[config.mk]
export PLATFORM = sky130hd
export DESIGN_NAME = utf16_utf32_to_utf8_transcoder_core
export DESIGN_NICKNAME = d
export VERILOG_FILES = /design/src/rtl/utu_pkg.sv /design/src/rtl/utu_front.sv /design/src/rtl/utu_jobq.sv /design/src/rtl/utu_back.sv /design/src/rtl/utf16_utf32_to_utf8_transcoder_core.sv
export SDC_FILE = /design/constraint.sdc
export NUM_CORES = 1
export LEC_CHECK = 0
export ABC_AREA = 1
export ABC_CLOCK_PERIOD_IN_PS = 3000
export BUFFER_PORTS_ARGS = -buffer_cell sky130_fd_sc_hd__clkbuf_2
export CORE_MARGIN = 8
export CORE_UTILIZATION = 40
export DETAILED_ROUTE_END_ITERATION = 10
export GPL_TIMING_DRIVEN = 0
export PLACE_DENSITY = 0.57
export SYNTH_ARGS = -nofsm -noshare
export SYNTH_HDL_FRONTEND = slang
export SYNTH_SLANG_ARGS = --single-unit
[constraint.sdc]
create_clock -name i_clk -period 3 [get_ports i_clk]
set_input_delay 0.15 -clock i_clk [delete_from_list [all_inputs] [get_ports i_clk]]
set_output_delay 0.15 -clock i_clk [all_outputs]
set_load 0.005 [all_outputs]
[src/rtl/utu_pkg.sv]
package utu_pkg;

    // Encoding class of one job, set by the front end
    typedef enum logic [2:0] {
        K_NONE  = 3'd0,  // no code point bytes (a lone '?' prefix may still apply)
        K_QMARK = 3'd1,  // invalid value, one '?'
        K_B1    = 3'd2,
        K_B2    = 3'd3,
        K_B3    = 3'd4,
        K_B4    = 3'd5
    } t_kind;

    typedef struct packed {
        logic        pre_q;   // '?' for a dropped high surrogate comes first
        t_kind       kind;
        logic [20:0] cp;
    } t_job;

    localparam logic [7:0]  QMARK      = 8'h3F;
    localparam logic [31:0] SURR_LO    = 32'h0000_D800;
    localparam logic [31:0] SURR_HI    = 32'h0000_DFFF;
    localparam logic [31:0] CP_MAX     = 32'h0010_FFFF;
    localparam logic [31:0] LIM_B1     = 32'h0000_007F;
    localparam logic [31:0] LIM_B2     = 32'h0000_07FF;
    localparam logic [31:0] LIM_B3     = 32'h0000_FFFF;
    localparam logic [15:0] HIGH_LO    = 16'hD800;
    localparam logic [15:0] HIGH_HI    = 16'hDBFF;
    localparam logic [15:0] LOW_LO     = 16'hDC00;
    localparam logic [15:0] LOW_HI     = 16'hDFFF;
    localparam logic [20:0] SUPP_BASE  = 21'h01_0000;

    function automatic t_kind f_classify(input logic [31:0] cp);
        t_kind k;
        if ((cp >= SURR_LO && cp <= SURR_HI) || cp > CP_MAX) begin
            k = K_QMARK;
        end else if (cp <= LIM_B1) begin
            k = K_B1;
        end else if (cp <= LIM_B2) begin
            k = K_B2;
        end else if (cp <= LIM_B3) begin
            k = K_B3;
        end else begin
            k = K_B4;
        end
        return k;
    endfunction

endpackage

[src/rtl/utu_front.sv]
module utu_front (
    input  logic           i_clk,
    input  logic           i_rst_n,
    input  logic           i_cfg_we,
    input  logic           i_cfg_wdata,
    input  logic           i_accept,
    input  logic [31:0]    i_code_unit,
    input  logic           i_end_of_buffer,
    output logic           o_job_push,
    output utu_pkg::t_job  o_job
);
    import utu_pkg::*;

    logic       r_format;
    logic       r_held_valid;
    logic [9:0] r_held_bits;
    logic       r_ended;

    logic       n_held_valid;
    logic [9:0] n_held_bits;
    logic       n_ended;
    t_job       job;
    logic [15:0] u16;

    assign u16 = i_code_unit[15:0];

    always_comb begin
        job          = '{pre_q: 1'b0, kind: K_NONE, cp: '0};
        n_held_valid = r_held_valid;
        n_held_bits  = r_held_bits;
        n_ended      = r_ended;
        if (!r_ended) begin
            if (r_format) begin
                if (i_code_unit == 32'd0) begin
                    n_ended = 1'b1;
                end else begin
                    job.kind = f_classify(i_code_unit);
                    job.cp   = i_code_unit[20:0];
                end
            end else begin
                n_held_valid = 1'b0;
                n_held_bits  = '0;
                if (r_held_valid && u16 >= LOW_LO && u16 <= LOW_HI) begin
                    job.kind = K_B4;
                    job.cp   = SUPP_BASE + {1'b0, r_held_bits, u16[9:0]};
                end else begin
                    job.pre_q = r_held_valid;
                    if (u16 == 16'd0) begin
                        n_ended = 1'b1;
                    end else if (u16 >= HIGH_LO && u16 <= HIGH_HI) begin
                        if (i_end_of_buffer) begin
                            job.kind = K_QMARK;
                        end else begin
                            n_held_valid = 1'b1;
                            n_held_bits  = u16[9:0];
                        end
                    end else begin
                        job.kind = f_classify({16'd0, u16});
                        job.cp   = {5'd0, u16};
                    end
                end
            end
        end
        if (i_end_of_buffer) begin
            n_held_valid = 1'b0;
            n_held_bits  = '0;
            n_ended      = 1'b0;
        end
    end

    assign o_job      = job;
    assign o_job_push = i_accept && (job.pre_q || job.kind != K_NONE);

    always_ff @(posedge i_clk) begin
        if (!i_rst_n) begin
            r_format     <= 1'b0;
            r_held_valid <= 1'b0;
            r_held_bits  <= '0;
            r_ended      <= 1'b0;
        end else if (i_cfg_we) begin
            r_format     <= i_cfg_wdata;
            r_held_valid <= 1'b0;
            r_held_bits  <= '0;
        end else if (i_accept) begin
            r_held_valid <= n_held_valid;
            r_held_bits  <= n_held_bits;
            r_ended      <= n_ended;
        end
    end

endmodule

[src/rtl/utu_jobq.sv]
module utu_jobq #(
    parameter int DEPTH = 2
) (
    input  logic           i_clk,
    input  logic           i_rst_n,
    input  logic           i_wr,
    input  utu_pkg::t_job  i_data,
    output logic           o_full,
    input  logic           i_rd,
    output utu_pkg::t_job  o_data,
    output logic           o_empty
);
    import utu_pkg::*;

    localparam int PW = (DEPTH > 1) ? $clog2(DEPTH) : 1;
    localparam int CW = $clog2(DEPTH + 1);
    localparam logic [PW-1:0] LAST = PW'(DEPTH - 1);
    localparam logic [CW-1:0] FULLCNT = CW'(DEPTH);

    t_job          r_slot [DEPTH];
    logic [PW-1:0] r_wptr;
    logic [PW-1:0] r_rptr;
    logic [CW-1:0] r_count;

    assign o_full  = (r_count == FULLCNT);
    assign o_empty = (r_count == '0);
    assign o_data  = r_slot[r_rptr];

    always_ff @(posedge i_clk) begin
        if (i_wr) begin
            r_slot[r_wptr] <= i_data;
        end
    end

    always_ff @(posedge i_clk) begin
        if (!i_rst_n) begin
            r_wptr  <= '0;
            r_rptr  <= '0;
            r_count <= '0;
        end else begin
            if (i_wr) begin
                r_wptr <= (r_wptr == LAST) ? '0 : r_wptr + 1'b1;
            end
            if (i_rd) begin
                r_rptr <= (r_rptr == LAST) ? '0 : r_rptr + 1'b1;
            end
            if (i_wr && !i_rd) begin
                r_count <= r_count + 1'b1;
            end else if (i_rd && !i_wr) begin
                r_count <= r_count - 1'b1;
            end
        end
    end

endmodule

[src/rtl/utu_back.sv]
module utu_back (
    input  logic           i_clk,
    input  logic           i_rst_n,
    input  logic           i_q_empty,
    input  utu_pkg::t_job  i_job,
    output logic           o_q_pop,
    output logic           o_valid,
    input  logic           i_pop,
    output logic [7:0]     o_byte,
    output logic           o_last
);
    import utu_pkg::*;

    logic       r_busy;
    logic [7:0] r_bytes [4];
    logic [2:0] r_cnt;
    logic [1:0] r_idx;
    logic       r_out_valid;
    logic [7:0] r_out_byte;
    logic       r_out_last;

    logic [7:0] enc [4];
    logic [2:0] enc_len;
    logic [7:0] n_bytes [4];
    logic [2:0] n_cnt;
    logic       emit;
    logic       last_emit;
    logic       load;

    // UTF-8 bytes of the incoming job
    always_comb begin
        enc[0]  = QMARK;
        enc[1]  = 8'h80 | {2'b00, i_job.cp[5:0]};
        enc[2]  = 8'h80 | {2'b00, i_job.cp[5:0]};
        enc[3]  = 8'h80 | {2'b00, i_job.cp[5:0]};
        enc_len = 3'd0;
        case (i_job.kind)
            K_QMARK: begin
                enc_len = 3'd1;
            end
            K_B1: begin
                enc[0]  = {1'b0, i_job.cp[6:0]};
                enc_len = 3'd1;
            end
            K_B2: begin
                enc[0]  = {3'b110, i_job.cp[10:6]};
                enc_len = 3'd2;
            end
            K_B3: begin
                enc[0]  = {4'b1110, i_job.cp[15:12]};
                enc[1]  = {2'b10, i_job.cp[11:6]};
                enc_len = 3'd3;
            end
            K_B4: begin
                enc[0]  = {5'b11110, i_job.cp[20:18]};
                enc[1]  = {2'b10, i_job.cp[17:12]};
                enc[2]  = {2'b10, i_job.cp[11:6]};
                enc_len = 3'd4;
            end
            default: begin
                enc_len = 3'd0;
            end
        endcase
        if (i_job.pre_q) begin
            n_bytes[0] = QMARK;
            n_bytes[1] = enc[0];
            n_bytes[2] = enc[1];
            n_bytes[3] = enc[2];
            n_cnt      = enc_len + 3'd1;
        end else begin
            n_bytes = enc;
            n_cnt   = enc_len;
        end
    end

    assign emit      = r_busy && (!r_out_valid || i_pop);
    assign last_emit = emit && ({1'b0, r_idx} + 3'd1 == r_cnt);
    assign load      = (!r_busy || last_emit) && !i_q_empty;
    assign o_q_pop   = load;

    assign o_valid = r_out_valid;
    assign o_byte  = r_out_byte;
    assign o_last  = r_out_last;

    always_ff @(posedge i_clk) begin
        if (load) begin
            r_bytes <= n_bytes;
            r_cnt   <= n_cnt;
        end
        if (emit) begin
            r_out_byte <= r_bytes[r_idx];
            r_out_last <= last_emit;
        end
    end

    always_ff @(posedge i_clk) begin
        if (!i_rst_n) begin
            r_busy      <= 1'b0;
            r_idx       <= '0;
            r_out_valid <= 1'b0;
        end else begin
            if (load) begin
                r_busy <= 1'b1;
                r_idx  <= '0;
            end else if (last_emit) begin
                r_busy <= 1'b0;
            end else if (emit) begin
                r_idx <= r_idx + 2'd1;
            end
            if (emit) begin
                r_out_valid <= 1'b1;
            end else if (i_pop) begin
                r_out_valid <= 1'b0;
            end
        end
    end

endmodule

[src/rtl/utf16_utf32_to_utf8_transcoder_core.sv]
// Channel  Handshake             Payload                         Dir
// input    push / full           i_code_unit, i_end_of_buffer    in
// result   pop / empty           o_out_byte, o_last_of_run       out
// config   i_cfg_we              i_cfg_wdata (input_format)      in
//
// The front end takes one code unit per cycle while the job queue has room.
// The back end emits one UTF-8 byte per cycle while the output register is free
// or popped; a job goes from the queue into the back-end byte buffer, then each
// byte into the output register.
// Synchronous active-low reset clears format, surrogate and string state.
// A stalled result holds in the output register; the queue absorbs the front.
module utf16_utf32_to_utf8_transcoder_core #(
    parameter int QUEUE_DEPTH = 2
) (
    input  logic        i_clk,
    input  logic        i_rst_n,
    input  logic        push,
    output logic        full,
    input  logic [31:0] i_code_unit,
    input  logic        i_end_of_buffer,
    input  logic        i_cfg_we,
    input  logic        i_cfg_wdata,
    output logic        empty,
    input  logic        pop,
    output logic [7:0]  o_out_byte,
    output logic        o_last_of_run
);
    import utu_pkg::*;

    logic accept;      // input transaction this cycle
    logic job_push;
    t_job job_in;
    t_job job_out;
    logic q_full;
    logic q_empty;
    logic q_pop;
    logic out_valid;

    assign full   = q_full;
    assign accept = push && !q_full;

    // Front: format register, held high surrogate, end-of-string tracking,
    // classifies each unit into a job (optional '?' prefix + code point class).
    utu_front u_front (
        .i_clk           (i_clk),
        .i_rst_n         (i_rst_n),
        .i_cfg_we        (i_cfg_we),
        .i_cfg_wdata     (i_cfg_wdata),
        .i_accept        (accept),
        .i_code_unit     (i_code_unit),
        .i_end_of_buffer (i_end_of_buffer),
        .o_job_push      (job_push),
        .o_job           (job_in)
    );

    // Jobs that produce no bytes never enter the queue.
    utu_jobq #(
        .DEPTH (QUEUE_DEPTH)
    ) u_jobq (
        .i_clk   (i_clk),
        .i_rst_n (i_rst_n),
        .i_wr    (job_push),
        .i_data  (job_in),
        .o_full  (q_full),
        .i_rd    (q_pop),
        .o_data  (job_out),
        .o_empty (q_empty)
    );

    // Back: expands a job into bytes, one per cycle unless the output stalls, into the output register.
    utu_back u_back (
        .i_clk     (i_clk),
        .i_rst_n   (i_rst_n),
        .i_q_empty (q_empty),
        .i_job     (job_out),
        .o_q_pop   (q_pop),
        .o_valid   (out_valid),
        .i_pop     (pop),
        .o_byte    (o_out_byte),
        .o_last    (o_last_of_run)
    );

    assign empty = !out_valid;

endmodule

==> metrics <==
outcome=finished, final reports clean; worst skew pair latency=0.35 ns; FFs w/ async S/R, synth=0%; gate count of the mapped netlist=574; number of primary I/O pins=50; Pre-Repair DR Iteration Count=5; net switching share of the total power=35.8%; number of port buffers=49; flip-flop cell with the highest count after synthesis=edfxtp_1; warnings from Yosys=0; mean post-synth cell area=9.50 um2; EDFF count, synth=90; worst max-slew margin expressed relative to the limit=35.2%; Starting DRT DRC Count=289; register area share after synthesis=57.6%; number of clock buffers inserted by TritonCTS=9; maximum fanout encountered on the critical timing path=9; residual DRC count=0; per-cell routed wire length=15.0 um; global-route wire length before repair=20.2 mm; effective utilization at floorplan=41.0%; peak ir drop on the vdd network=0.281 mV; min Tclk post-route=2.62 ns; CTS H-tree lvls=3; DPL Wire Length=9.45 mm; CP startpoint kind=flop; Overflow after GRT=0; clock-pin transition on the worst setup and hold timing paths=0.07 ns; endpoint class of the critical path=flop; post-route fraction of the period consumed by the critical path=87.2%; TNS Setup=0 ns; end-of-flow core utilization=47.2%; Min-Delay Path Class=in -> reg; CTS root buf=clkbuf_16; GRT Util Overall=14.3%; Unique masters post-synth=43; max frequency=0.382 GHz; synthesis-to-finish area growth=15.1%; max-slew violation count=0; buffer depth of the longest clock path=2; number of inserted diodes=0; CP Class=reg -> reg; Via density=5.08; proportion of layout cells with a drive suffix above 1=17.4%; remaining antenna violation count=0; CTS tree=built; via count of the first global-routing pass=4213; power density over the cells=932 nW/um2; y dimension of the die=133 um; Die Area=17600 um2; Data required, critical path=3.24 ns; slew at the pin closest to its max-slew limit=0.971 ns; Syn Nets=617; RSZ-0062 raised after global routing=false; skew final=0.00507 ns; Site Rows=42; total wire length after detailed routing=12.3 mm; number of antenna violations at the first check in global routing=0; internal power component=3750 uW; sequential fraction of design power=41.3%; overall via count from detail_route=4157; NetSw=2100 uW; hold_buf cts=0; static leakage power=0.00245 uW; routability cong.=0.893; maximum number of pins on one net before global-route repair=35; Nets=680; clock share of power=21.4%; clock net sink count=112; part of the total power dissipated in combinational logic=37.3%; Max-Cap Viols=0; number of endpoints with negative hold slack in the final report=0; area inside the core boundary=13300 um2; die width=133 um; post-synthesis instance area=5460 um2; Worst Path Arrival=2.85 ns; final setup violation count=0; #FFs+latches synth=112
==> through the flow <==
stage	hold slack, ns	setup WS (ns)	cells	cell area, um2	power (uW)
final	0.0310	0.383	818	6280	5850
after global placement	0.387	-0.632	799	5920	4540
after floorplan	0.258	0.262	574	5460	4000
after global routing	0.0284	0.0719	818	6280	6280
after CTS	0.0126	0.0803	816	6260	5870
after detailed placement	0.391	-0.0372	800	5940	4600
==> repair_timing <==
action	in CTS	in global routing
buffers inserted	0	1
cloned	0	1
setup endpoints to repair	2	14
gates resized for setup	1	3
==> synthesized netlist by cell type (5+ instances only) <==
cell type    n  area share (%)
clkbuf_1    14            0.96
nand2_1    110             7.6
or2_2       10             1.1
xor2_1       6            0.96
edfxtp_1    90              50
o21ai_2      9             1.4
nor3_1      13             1.2
o221ai_1     6            0.96
mux2i_1      7             1.3
nor2_1      65             4.5
o211ai_1     5            0.69
inv_2        6            0.41
a21oi_1     29             2.7
o21ai_0     38             3.5
nand3_1     27             2.5
dfxtp_1     22             8.1
o22ai_1     11             1.3
inv_1       48             3.3
o21ai_1     15             1.4
==> layout by cell type, fill, tap and decap left out, types with 2 or more instances in the layout <==
| master | count |
|---|---|
| a31oi_1 | 2 |
| clkbuf_16 | 9 |
| or2_2 | 10 |
| mux2i_1 | 7 |
| clkbuf_1 | 16 |
| o21ai_1 | 14 |
| nor2_1 | 64 |
| a221oi_1 | 2 |
| o21ai_2 | 10 |
| bufinv_16 | 2 |
| a21oi_1 | 29 |
| a2111oi_0 | 3 |
| clkinvlp_4 | 2 |
| clkbuf_2 | 49 |
| nand2_2 | 2 |
| clkinv_4 | 3 |
| inv_1 | 47 |
| o21ai_0 | 38 |
| edfxtp_1 | 90 |
| buf_2 | 3 |
| nor2_2 | 3 |
| xor2_1 | 6 |
| inv_2 | 6 |
| o22ai_1 | 11 |
| ha_1 | 4 |
| buf_6 | 2 |
| xnor2_1 | 3 |
| dfxtp_1 | 22 |
| nor3_1 | 13 |
| nand2_1 | 110 |
| o221ai_1 | 6 |
| o211ai_1 | 5 |
| or2_1 | 2 |
| nor3b_1 | 4 |
| nand3_1 | 27 |
==> metal layers <==
layer  share of wire [%]  track usage, %  routed length [um]
met5                   0               0                   0
met4                 3.5            7.76                 435
met3                 4.6            4.24                 565
met2                  47            23.5                5770
met1                  45            16.3                5500
==> critical path, cell delays in order (launching register included) <==
cell     delay (ns)
dfxtp_1        0.51
ha_1           0.33
xnor2_1        0.17
nand3_1        0.16
o21ai_0        0.33
o21ai_2        0.21
ha_1           0.34
a21oi_1        0.12
o21ai_0        0.11
o21ai_0        0.16
a21oi_1        0.05
==> layout make-up <==
type / instances / area (um2)
Clock buffer: 11 / 233
Multi-Input combinational cell: 385 / 2010
Clock inverter: 5 / 81.3
Timing Repair Buffer: 51 / 268
Fill cell: 1275 / 7020
Sequential cell: 112 / 3140
Buffer: 20 / 93.8
Timing Repair inverter: 1 / 7.51
Inverter: 57 / 226
Tap cell: 176 / 220
==> final timing paths <==
path | from | endpoint | slack (ns) | depth (start not counted)
worst max register to register | u_back.r_idx[1]$_SDFFE_PP0P_ | u_jobq.r_count[1]$_SDFFE_PN0P_ | 0.38 | 10
worst max-delay path | u_back.r_idx[1]$_SDFFE_PP0P_ | u_jobq.r_count[1]$_SDFFE_PN0P_ | 0.38 | 10
worst min-delay path | i_end_of_buffer | u_front.r_ended$_SDFFE_PN0P_ | 0.03 | 2
worst min register to register | u_jobq.r_rptr$_SDFFE_PN0P_ | flop | 0.45 | 1
==> cells by family (layout without fill, tap and decap cells) <==
kind of cell,count (synthesis),after routing,synth area share [%]
fa+ha+maj,4,4,0.917
compound gates,124,124,13.6
simple gates,241,241,19.4
flops,112,112,57.6
mux,7,7,1.28
buf+inv,77,145,5.80
xor+xnor,9,9,1.45
==> registers in the layout, indices dropped and copies added (netlist names), named ones only <==
| name | flops |
|---|---|
| u_back.o_last | 1 |
| u_jobq.r_wptr | 1 |
| u_front.r_held_valid | 1 |
| u_front.r_ended | 1 |
| u_jobq.r_count | 2 |
| u_front.r_held_bits | 10 |
| u_front.r_format | 1 |
| u_back.r_bytes | 28 |
| u_back.r_idx | 2 |
| u_back.r_cnt | 3 |
| u_back.r_busy | 1 |
| u_jobq.r_slot | 50 |
| u_back.o_valid | 1 |
| u_back.o_byte | 8 |
| u_jobq.r_rptr | 1 |
==> power by group through the flow <==
stage | Sequential [uW] | Combinational, uW | Clock (uW)
after global routing | 2460 | 2470 | 1340
after floorplan | 2440 | 1560 | 0
after CTS | 2430 | 2160 | 1290
after global placement | 2450 | 2090 | 0
final | 2420 | 2180 | 1250
after detailed placement | 2460 | 2140 | 0
(Power assumes the default switching activity.)
